$ cat config.mk
export PLATFORM = sky130hd
export DESIGN_NAME = websocket_frame_receiver
export DESIGN_NICKNAME = d
export VERILOG_FILES = /design/src/design/wsfr_pkg.sv /design/src/design/wsfr_parser.sv /design/src/design/wsfr_out_reg.sv /design/src/design/websocket_frame_receiver.sv
export SDC_FILE = /design/constraint.sdc
export NUM_CORES = 1
export LEC_CHECK = 0
export BUFFER_PORTS_ARGS = -buffer_cell sky130_fd_sc_hd__buf_2
export CAP_MARGIN = 20
export CORE_UTILIZATION = 38
export DETAILED_ROUTE_END_ITERATION = 8
export PLACE_DENSITY_LB_ADDON = 0.05
export SYNTH_ARGS = -nofsm -noshare
export SYNTH_HDL_FRONTEND = slang
export SYNTH_HIERARCHICAL = 1
export SYNTH_SLANG_ARGS = --single-unit
$ cat constraint.sdc
create_clock -name aclk -period 9.5 [get_ports aclk]
set_input_delay 0.95 -clock aclk [delete_from_list [all_inputs] [get_ports aclk]]
set_output_delay 0.95 -clock aclk [all_outputs]
set_load 0.01 [all_outputs]
$ cat src/design/wsfr_pkg.sv
`timescale 1ns / 1ps
// ----------------------------------------------------------------------------
// wsfr_pkg: shared types and constants for the WebSocket frame receiver
// Parser phase codes, event kinds, opcodes and the result beat layout.
// ----------------------------------------------------------------------------
package wsfr_pkg;

    localparam int RX_W     = 8;
    localparam int KIND_W   = 3;
    localparam int OPCODE_W = 4;
    localparam int MAX_W    = 32;
    localparam int PHASE_W  = 3;
    localparam int MSG_CNT_W = 33;
    localparam int FLEN_W   = 64;
    localparam int USER_W   = KIND_W + OPCODE_W;

    localparam logic [MAX_W-1:0] MAX_MESSAGE_RESET = 32'(1024 * 1024 * 32);

    // parser phases
    localparam logic [PHASE_W-1:0] PH_HEAD1   = 3'd0;
    localparam logic [PHASE_W-1:0] PH_HEAD2   = 3'd1;
    localparam logic [PHASE_W-1:0] PH_EXTLEN  = 3'd2;
    localparam logic [PHASE_W-1:0] PH_MASK    = 3'd3;
    localparam logic [PHASE_W-1:0] PH_PAYLOAD = 3'd4;

    // event kinds
    localparam logic [KIND_W-1:0] EV_PAYLOAD  = 3'd0;
    localparam logic [KIND_W-1:0] EV_MSG_END  = 3'd1;
    localparam logic [KIND_W-1:0] EV_PING     = 3'd2;
    localparam logic [KIND_W-1:0] EV_ERR_RSV  = 3'd3;
    localparam logic [KIND_W-1:0] EV_ERR_SIZE = 3'd4;
    localparam logic [KIND_W-1:0] EV_ERR_OP   = 3'd5;

    // frame opcodes
    localparam logic [OPCODE_W-1:0] OP_CONT   = 4'd0;
    localparam logic [OPCODE_W-1:0] OP_BINARY = 4'd2;
    localparam logic [OPCODE_W-1:0] OP_CLOSE  = 4'd8;
    localparam logic [OPCODE_W-1:0] OP_PING   = 4'd9;
    localparam logic [OPCODE_W-1:0] OP_PONG   = 4'd10;

    // 7-bit length escape codes
    localparam logic [6:0] LEN16_CODE = 7'd126;
    localparam logic [6:0] LEN64_CODE = 7'd127;

    typedef struct packed {
        logic [KIND_W-1:0]   kind;
        logic [RX_W-1:0]     payload;
        logic [OPCODE_W-1:0] opcode;
        logic                last;
    } wsfr_result_t;

endpackage

$ cat src/design/wsfr_parser.sv
`timescale 1ns / 1ps
// ----------------------------------------------------------------------------
// wsfr_parser: frame header parser and payload unmasker
// Holds the frame and message state, consumes one byte per step and gives
// at most one result for that byte.
// ----------------------------------------------------------------------------
module wsfr_parser (
    input  logic                          aclk,
    input  logic                          aresetn,
    input  logic                          step,
    input  logic [wsfr_pkg::RX_W-1:0]     rx_byte,
    input  logic [wsfr_pkg::MAX_W-1:0]    max_message_bytes,
    output logic                          res_valid,
    output wsfr_pkg::wsfr_result_t        res
);

    logic [wsfr_pkg::PHASE_W-1:0]   phase_reg, phase_next;
    logic [7:0]                     first_header_reg, first_header_next;
    logic                           masked_reg, masked_next;
    logic [3:0]                     len_left_reg, len_left_next;
    logic [wsfr_pkg::FLEN_W-1:0]    frame_len_reg, frame_len_next;
    logic [31:0]                    mask_key_reg, mask_key_next;
    logic [2:0]                     mask_left_reg, mask_left_next;
    logic [1:0]                     mask_pos_reg, mask_pos_next;
    logic [3:0]                     hdr_cnt_reg, hdr_cnt_next;
    logic [wsfr_pkg::OPCODE_W-1:0]  msg_kind_reg, msg_kind_next;
    logic [wsfr_pkg::MSG_CNT_W-1:0] msg_cnt_reg, msg_cnt_next;
    logic [wsfr_pkg::FLEN_W-1:0]    pay_left_reg, pay_left_next;

    logic [wsfr_pkg::OPCODE_W-1:0]  hdr_op;
    logic                           hdr_fin;
    logic                           hdr_ctrl;
    logic [wsfr_pkg::OPCODE_W-1:0]  in_op;
    logic                           in_op_ok;
    logic                           hd_fire;
    logic                           over;
    logic [34:0]                    size_sum;
    logic [wsfr_pkg::OPCODE_W-1:0]  kind_after;
    logic [3:0]                     len_dec;
    logic [2:0]                     mask_dec;
    logic [7:0]                     key_byte;
    logic                           pay_done;

    assign hdr_op   = first_header_reg[3:0];
    assign hdr_fin  = first_header_reg[7];
    assign hdr_ctrl = (hdr_op == wsfr_pkg::OP_PING) || (hdr_op == wsfr_pkg::OP_PONG);
    assign in_op    = rx_byte[3:0];
    assign in_op_ok = (in_op <= wsfr_pkg::OP_BINARY) ||
                      ((in_op >= wsfr_pkg::OP_CLOSE) && (in_op <= wsfr_pkg::OP_PONG));
    assign len_dec  = len_left_reg - {3'b0, (len_left_reg != 4'd0)};
    assign mask_dec = mask_left_reg - {2'b0, (mask_left_reg != 3'd0)};
    assign pay_done = (pay_left_reg[wsfr_pkg::FLEN_W-1:1] == '0);

    always_comb begin
        case (mask_pos_reg)
            2'd0:    key_byte = mask_key_reg[31:24];
            2'd1:    key_byte = mask_key_reg[23:16];
            2'd2:    key_byte = mask_key_reg[15:8];
            default: key_byte = mask_key_reg[7:0];
        endcase
    end

    always_comb begin
        phase_next        = phase_reg;
        first_header_next = first_header_reg;
        masked_next       = masked_reg;
        len_left_next     = len_left_reg;
        frame_len_next    = frame_len_reg;
        mask_key_next     = mask_key_reg;
        mask_left_next    = mask_left_reg;
        mask_pos_next     = mask_pos_reg;
        hdr_cnt_next      = hdr_cnt_reg;
        msg_kind_next     = msg_kind_reg;
        msg_cnt_next      = msg_cnt_reg;
        pay_left_next     = pay_left_reg;
        hd_fire           = 1'b0;
        res_valid         = 1'b0;
        res.kind          = wsfr_pkg::EV_PAYLOAD;
        res.payload       = '0;
        res.opcode        = msg_kind_reg;
        res.last          = 1'b0;
        size_sum          = '0;
        over              = 1'b0;
        kind_after        = msg_kind_reg;

        case (phase_reg)
            wsfr_pkg::PH_HEAD1: begin
                first_header_next = rx_byte;
                if (rx_byte[6:4] != 3'b000) begin
                    res_valid    = 1'b1;
                    res.kind     = wsfr_pkg::EV_ERR_RSV;
                    msg_cnt_next = '0;
                end else if (!in_op_ok) begin
                    res_valid    = 1'b1;
                    res.kind     = wsfr_pkg::EV_ERR_OP;
                    msg_cnt_next = '0;
                end else begin
                    phase_next = wsfr_pkg::PH_HEAD2;
                    if (in_op == wsfr_pkg::OP_PING) begin
                        res_valid = 1'b1;
                        res.kind  = wsfr_pkg::EV_PING;
                    end
                end
            end
            wsfr_pkg::PH_HEAD2: begin
                masked_next    = rx_byte[7];
                hdr_cnt_next   = 4'd2;
                frame_len_next = '0;
                mask_key_next  = '0;
                if (rx_byte[6:0] == wsfr_pkg::LEN16_CODE) begin
                    len_left_next = 4'd2;
                    phase_next    = wsfr_pkg::PH_EXTLEN;
                end else if (rx_byte[6:0] == wsfr_pkg::LEN64_CODE) begin
                    len_left_next = 4'd8;
                    phase_next    = wsfr_pkg::PH_EXTLEN;
                end else begin
                    frame_len_next = {57'b0, rx_byte[6:0]};
                    if (rx_byte[7]) begin
                        mask_left_next = 3'd4;
                        phase_next     = wsfr_pkg::PH_MASK;
                    end else begin
                        hd_fire = 1'b1;
                    end
                end
            end
            wsfr_pkg::PH_EXTLEN: begin
                frame_len_next = {frame_len_reg[wsfr_pkg::FLEN_W-9:0], rx_byte};
                hdr_cnt_next   = hdr_cnt_reg + 4'd1;
                len_left_next  = len_dec;
                if (len_dec == 4'd0) begin
                    if (masked_reg) begin
                        mask_left_next = 3'd4;
                        phase_next     = wsfr_pkg::PH_MASK;
                    end else begin
                        hd_fire = 1'b1;
                    end
                end
            end
            wsfr_pkg::PH_MASK: begin
                mask_key_next  = {mask_key_reg[23:0], rx_byte};
                hdr_cnt_next   = hdr_cnt_reg + 4'd1;
                mask_left_next = mask_dec;
                if (mask_dec == 3'd0) begin
                    hd_fire = 1'b1;
                end
            end
            wsfr_pkg::PH_PAYLOAD: begin
                mask_pos_next = mask_pos_reg + 2'd1;
                pay_left_next = pay_left_reg - {63'b0, (pay_left_reg != '0)};
                if (pay_done) begin
                    phase_next = wsfr_pkg::PH_HEAD1;
                end
                if (!hdr_ctrl) begin
                    msg_cnt_next = msg_cnt_reg + 33'd1;
                    res_valid    = 1'b1;
                    res.payload  = masked_reg ? (rx_byte ^ key_byte) : rx_byte;
                    res.last     = pay_done && hdr_fin;
                    if (pay_done && hdr_fin) begin
                        msg_cnt_next  = '0;
                        msg_kind_next = '0;
                    end
                end
            end
            default: begin
                phase_next = wsfr_pkg::PH_HEAD1;
            end
        endcase

        // header complete: size check, then enter payload or finish the frame
        if (hd_fire) begin
            size_sum = {31'b0, hdr_cnt_next} + {3'b0, frame_len_next[31:0]} +
                       {2'b0, msg_cnt_reg};
            over = (frame_len_next[wsfr_pkg::FLEN_W-1:32] != '0) ||
                   (size_sum > {3'b0, max_message_bytes});
            if (!hdr_ctrl && over) begin
                res_valid    = 1'b1;
                res.kind     = wsfr_pkg::EV_ERR_SIZE;
                msg_cnt_next = '0;
                phase_next   = wsfr_pkg::PH_HEAD1;
            end else begin
                if (!hdr_ctrl && (hdr_op != wsfr_pkg::OP_CONT)) begin
                    kind_after = hdr_op;
                end
                msg_kind_next = kind_after;
                mask_pos_next = '0;
                pay_left_next = frame_len_next;
                if (frame_len_next == '0) begin
                    phase_next = wsfr_pkg::PH_HEAD1;
                    if (!hdr_ctrl && hdr_fin) begin
                        res_valid     = 1'b1;
                        res.kind      = wsfr_pkg::EV_MSG_END;
                        res.opcode    = kind_after;
                        res.last      = 1'b1;
                        msg_cnt_next  = '0;
                        msg_kind_next = '0;
                    end
                end else begin
                    phase_next = wsfr_pkg::PH_PAYLOAD;
                end
            end
        end
    end

    always_ff @(posedge aclk) begin
        if (!aresetn) begin
            phase_reg        <= wsfr_pkg::PH_HEAD1;
            first_header_reg <= '0;
            masked_reg       <= 1'b0;
            len_left_reg     <= '0;
            frame_len_reg    <= '0;
            mask_key_reg     <= '0;
            mask_left_reg    <= '0;
            mask_pos_reg     <= '0;
            hdr_cnt_reg      <= '0;
            msg_kind_reg     <= '0;
            msg_cnt_reg      <= '0;
            pay_left_reg     <= '0;
        end else if (step) begin
            phase_reg        <= phase_next;
            first_header_reg <= first_header_next;
            masked_reg       <= masked_next;
            len_left_reg     <= len_left_next;
            frame_len_reg    <= frame_len_next;
            mask_key_reg     <= mask_key_next;
            mask_left_reg    <= mask_left_next;
            mask_pos_reg     <= mask_pos_next;
            hdr_cnt_reg      <= hdr_cnt_next;
            msg_kind_reg     <= msg_kind_next;
            msg_cnt_reg      <= msg_cnt_next;
            pay_left_reg     <= pay_left_next;
        end
    end

    // payload phase always has bytes left to consume
    a_payload_left: assert property (@(posedge aclk) disable iff (!aresetn)
        (phase_reg == wsfr_pkg::PH_PAYLOAD) |-> (pay_left_reg != '0))
        else $error("payload phase with no bytes left");

    // every error sends the parser back to header wait
    a_error_recover: assert property (@(posedge aclk) disable iff (!aresetn)
        (step && res_valid && (res.kind == wsfr_pkg::EV_ERR_RSV ||
         res.kind == wsfr_pkg::EV_ERR_SIZE || res.kind == wsfr_pkg::EV_ERR_OP))
        |=> (phase_reg == wsfr_pkg::PH_HEAD1) && (msg_cnt_reg == '0))
        else $error("error did not reset parser");

    // a finished message clears the message state
    a_msg_end_clear: assert property (@(posedge aclk) disable iff (!aresetn)
        (step && res_valid && res.last)
        |=> (msg_cnt_reg == '0) && (msg_kind_reg == '0))
        else $error("message state kept after end");

    // last only marks a payload byte or an empty message end
    a_last_kind: assert property (@(posedge aclk) disable iff (!aresetn)
        (res_valid && res.last) |->
        (res.kind == wsfr_pkg::EV_PAYLOAD || res.kind == wsfr_pkg::EV_MSG_END))
        else $error("last on non-data event");

endmodule

$ cat src/design/wsfr_out_reg.sv
`timescale 1ns / 1ps
// ----------------------------------------------------------------------------
// wsfr_out_reg: result register for the event stream
// Holds one result beat until the sink takes it; reloads in the same cycle.
// ----------------------------------------------------------------------------
module wsfr_out_reg (
    input  logic                           aclk,
    input  logic                           aresetn,
    input  logic                           load,
    input  wsfr_pkg::wsfr_result_t         load_res,
    output logic                           can_load,
    output logic                           m_tvalid,
    input  logic                           m_tready,
    output logic [7:0]                     m_tdata,
    output logic [wsfr_pkg::USER_W-1:0]    m_tuser,
    output logic                           m_tlast
);

    logic                   valid_reg;
    wsfr_pkg::wsfr_result_t res_reg;

    assign can_load = !valid_reg || m_tready;

    always_ff @(posedge aclk) begin
        if (!aresetn) begin
            valid_reg <= 1'b0;
        end else if (can_load) begin
            valid_reg <= load;
        end
    end

    always_ff @(posedge aclk) begin
        if (can_load && load) begin
            res_reg <= load_res;
        end
    end

    assign m_tvalid = valid_reg;
    assign m_tdata  = res_reg.payload;
    assign m_tuser  = {res_reg.opcode, res_reg.kind};
    assign m_tlast  = res_reg.last;

endmodule

$ cat src/design/websocket_frame_receiver.sv
`timescale 1ns / 1ps
// ----------------------------------------------------------------------------
// websocket_frame_receiver: RFC 6455 frame deframer
// Parses received bytes into frames, unmasks payload and reports events.
// ----------------------------------------------------------------------------
//
//  Port group   Dir  Bits  Contents
//  s_*          in   8     received bytes, one per beat
//  m_*          out  8+7+1 payload byte / event kind, opcode / end of message
//  cfg_*        in   32    max_message_bytes write
//
//  One byte per cycle sustained unless a held result stalls the input. Each
//  byte passes the input register, then the parser state update and the
//  result register. The parser updates all frame state in a single step per
//  byte, so the rate is set by that state loop.
//  Reset (aresetn low, synchronous) clears parser state, valid flags and sets
//  max_message_bytes to 32 MiB.
//  When m_tready is low with a result held, bytes that give no result still
//  advance; a byte that gives a result waits in the input register.
//
// ----------------------------------------------------------------------------
module websocket_frame_receiver (
    input  logic                           aclk,
    input  logic                           aresetn,
    // configuration
    input  logic                           cfg_wr_en,
    input  logic [wsfr_pkg::MAX_W-1:0]     cfg_wr_data,   // max_message_bytes
    // received bytes
    input  logic                           s_tvalid,
    output logic                           s_tready,
    input  logic [7:0]                     s_tdata,       // [7:0] rx_byte
    // events
    output logic                           m_tvalid,
    input  logic                           m_tready,
    output logic [7:0]                     m_tdata,       // [7:0] payload_byte
    output logic [wsfr_pkg::USER_W-1:0]    m_tuser,       // [2:0] event_kind,
                                                          // [6:3] message_opcode
    output logic                           m_tlast        // last
);

    logic [wsfr_pkg::MAX_W-1:0] max_bytes_reg;
    logic                       in_valid_reg;
    logic [7:0]                 in_byte_reg;

    logic                       step;
    logic                       res_valid;
    wsfr_pkg::wsfr_result_t     res;
    logic                       can_load;

    // hold the configured size limit
    always_ff @(posedge aclk) begin
        if (!aresetn) begin
            max_bytes_reg <= wsfr_pkg::MAX_MESSAGE_RESET;
        end else if (cfg_wr_en) begin
            max_bytes_reg <= cfg_wr_data;
        end
    end

    // advance the held byte unless its result has nowhere to go
    assign step     = in_valid_reg && (!res_valid || can_load);
    assign s_tready = !in_valid_reg || step;

    always_ff @(posedge aclk) begin
        if (!aresetn) begin
            in_valid_reg <= 1'b0;
        end else if (s_tready) begin
            in_valid_reg <= s_tvalid;
        end
    end

    always_ff @(posedge aclk) begin
        if (s_tready && s_tvalid) begin
            in_byte_reg <= s_tdata;
        end
    end

    wsfr_parser u_parser (
        .aclk              (aclk),
        .aresetn           (aresetn),
        .step              (step),
        .rx_byte           (in_byte_reg),
        .max_message_bytes (max_bytes_reg),
        .res_valid         (res_valid),
        .res               (res)
    );

    wsfr_out_reg u_out_reg (
        .aclk     (aclk),
        .aresetn  (aresetn),
        .load     (step && res_valid),
        .load_res (res),
        .can_load (can_load),
        .m_tvalid (m_tvalid),
        .m_tready (m_tready),
        .m_tdata  (m_tdata),
        .m_tuser  (m_tuser),
        .m_tlast  (m_tlast)
    );

endmodule

==> results.toml <==
[cts]
max-clock-path-buffers = 3
hold_buffers = 0
path_clk_slew_ns = 0.06
cts_max_level = 2
cts_tree = "built"
cts_sinks = 277
cts_resized = 0
post_cts_buffers = 0
insertion_delay_ns = 0.57
numCtsBuffers = 36
clock-root-buffer = "clkbuf_16"

[logic_synthesis]
avgSynthCellArea_um2 = 8.15
synth_compound_area_frac = 0.236
synth_area_leaders = "dfxtp_1 29%, ha_1 7.5%, nor2_1 5.5%"
yosys_most_used_dff = "dfxtp_1"
syn-num-nets = 2274
netlist_area_mm2 = 0.0173
synthSimpleGateAreaFrac = 0.240
synth-seq-area-share = 0.335
ys_seq_elements = 277
yosysTopAreaCellShare = 0.293
yosysWarnings = 6
yosysTopAreaCell = "dfxtp_1"
async_flop_share = 0
synth.distinct_cells = 85
synth_xor_area_frac = 0.0314
synth_cells = 2120
synth_fa_ha_area_frac = 0.0811
synth_edf_count = 24
synth_top_family_by_area = "simple AND/OR/NAND/NOR gates"
synth.area.mux_share = 0.0263

[floorplanning]
rows = 77
ioPinCount = 63
die_h_um = 215
initial_core_util = 0.388
coreArea_mm2 = 0.0445
die_x_um = 215
die-area_mm2 = 0.0463

[placed_design]
dp.cells = 2693
gp_congestion = 0.924
io_buffers = 62
place_hpwl_um = 42300

[run_status]
status = "complete, no violations"

[setup_path]
critPathMaxStageDelay_ns = 0.64
crit_path_end_kind = "output port"
cp.arrival_ns = 8.10
crit_path_start_kind = "register"
worst_ep_required_time_ns = 8.55
critPathSlowestCell = "or4_1"
path_max_fanout = 7
path_common_cell = "a21o_1"
path_class = "reg2out"

[route]
first_pass_iters = 9
drc = 0
wl_per_cell_um = 21.7
drt_iter0_drc = 1792
wirelength_um = 59900
vias = 16700
antenna_left = 0
vias_per_cell = 6.05

[global_route]
grt_pass1_vias = 15300
grt_util_all_layers = 0.253
antenna_found_initial = 0
grt_start_max_net_pins = 81
gr-total-overflow = 0
grt_pass1_wl_um = 92500

[finish]
drive_gt1_frac = 0.101
syn_to_final_growth_pct = 12.3
n_antenna_cell = 0
final_util = 0.436
fin_nets = 2293
instances_no_fill = 2757

[timing]
fin_crit_sh = 0.953
setup-violations-final = 0
skew_ns = 0.0266
min_period_ns = 9.05
fmax_ghz = 0.110
hold_violations = 0
rsz0062_at_grt = "false"
slew_violations = 0
tns_ns = 0
worst_pin_slew_ns = 1.02
slew_headroom = 0.320

[power_and_ir_drop]
clockPowerShare = 0.498
seq_power_share = 0.442
cellLeakagePower_nw = 7.61
swShare = 0.252
ir_drop_uv = 128
power.density_mw_per_mm2 = 141
internal-power_mw = 2.04
combPwrFrac = 0.060
finalPower_mw = 2.73
switching_power_uw = 689

[flow_run]
cap_violations = 0

[hold_path]
hold_class = "reg2reg"
[power groups by stage]
stage                     clock [mW]  combinational, mW  sequential, mW
after floorplan                    0              0.107            1.23
after global placement             0              0.162            1.23
after detailed placement           0              0.163            1.23
after CTS                       1.39              0.164            1.21
after global routing            1.44              0.180            1.21
final                           1.36              0.165            1.21
[worst max-delay path, delay by kind of cell, from the launching register on]
kind / cells / cell delay (ns)
AO/OA/AOI/OAI: 11 / 2.60
XOR/XNOR: 1 / 0.14
adder cells (fa/ha/maj): 4 / 1.50
buffers and inverters: 1 / 0.18
flip-flops: 1 / 0.49
AND/OR/NAND/NOR: 9 / 2.59
[final timing paths]
check / from / endpoint / slack, ns / cells past startpoint
worst max register to register: in_byte_reg[5]$_DFFE_PP_ / u_parser/pay_left_reg[51]$_SDFFE_PN0P_ / 0.57 / 32
worst max-delay path: in_byte_reg[5]$_DFFE_PP_ / s_tready / 0.45 / 26
worst min-delay path: u_parser/msg_kind_reg[3]$_SDFFE_PN0P_ / u_parser/msg_kind_reg[3]$_SDFFE_PN0P_ / 0.47 / 2
worst min register to register: u_parser/msg_kind_reg[3]$_SDFFE_PN0P_ / u_parser/msg_kind_reg[3]$_SDFFE_PN0P_ / 0.47 / 2
[layer usage]
layer  GRT usage  part of all wire  up-vias
met3      0.0382             0.064      102
met5           0                 0        -
li1            -                 -     7978
met2       0.380              0.44      577
met1       0.364              0.47     8034
met4      0.0896             0.031        0
[final cells by class]
| type | count | area, um^2 |
|---|---|---|
| fillers | 4562 | 25100 |
| well taps | 592 | 741 |
| flip-flops and latches | 277 | 5790 |
| multi-input cells | 1631 | 10700 |
| repair buffers | 126 | 793 |
| clock inverters | 11 | 146 |
| clock buffers | 53 | 1000 |
| inverters | 67 | 254 |
[cell usage in the layout, fill, tap and decap left out, types with 10 or more instances in the layout]
cell type,netlist,layout
ha_1,104,104
or3_1,30,30
a21oi_1,76,76
o31ai_1,11,11
edfxtp_1,24,24
o21ai_0,111,111
and3_1,23,23
mux2i_1,42,42
nor2b_1,39,39
buf_2,9,61
nand3_1,67,67
nand4_1,60,60
clkbuf_1,121,13
nor2_1,251,248
buf_4,2,65
a211oi_1,33,33
xor2_1,29,29
nand2_1,164,164
a22o_1,18,18
o21a_1,10,10
a222oi_1,32,32
and2_1,42,42
a22oi_1,125,125
clkbuf_16,0,36
nor3_1,58,58
o311ai_0,16,16
dfxtp_1,253,252
a31oi_1,33,33
a21o_1,21,20
nand2b_1,12,12
nor4_1,32,32
inv_1,66,65
xnor2_1,33,33
[cells in the mapped netlist (8+ instances only)]
cell	number
and3_1	23
edfxtp_1	24
o21ai_1	11
o211ai_1	9
o31ai_1	11
nand3_1	67
a211oi_1	33
xnor2_1	33
a222oi_1	32
xor2_1	29
a22o_1	18
clkbuf_1	121
ha_1	104
nand4_1	60
o22ai_1	9
or3_1	30
nand2b_1	12
nor3_1	58
a21o_1	21
a21oi_1	76
or4_1	8
and2_1	42
a31oi_1	33
buf_2	9
nor4_1	32
nor2b_1	39
o41ai_1	9
o311ai_0	16
o21a_1	10
a22oi_1	125
dfxtp_1	253
inv_1	66
nor2_1	251
mux2i_1	42
nand2_1	164
buf_1	8
o21ai_0	111
a221oi_1	10
[per-stage QoR]
| step | setup slack [ns] | hold WS (ns) | area [um^2] |
|---|---|---|---|
| floorplan | 1.38 | 0.436 | 17300 |
| global placement | 0.870 | 0.447 | 18200 |
| detailed placement | 0.688 | 0.463 | 18200 |
| CTS | 0.432 | 0.474 | 19400 |
| global route | 0.00684 | 0.501 | 19400 |
| finish | 0.446 | 0.474 | 19400 |
[kinds of logic (layout without fill, tap and decap cells)]
kind of cell / count (synthesis) / after routing
buf+inv: 212 / 257
flops: 277 / 277
simple gates: 832 / 832
compound gates: 583 / 583
mux: 45 / 45
fa+ha+maj: 109 / 109
xor+xnor: 62 / 62
Power figures use the tool's default switching activity.
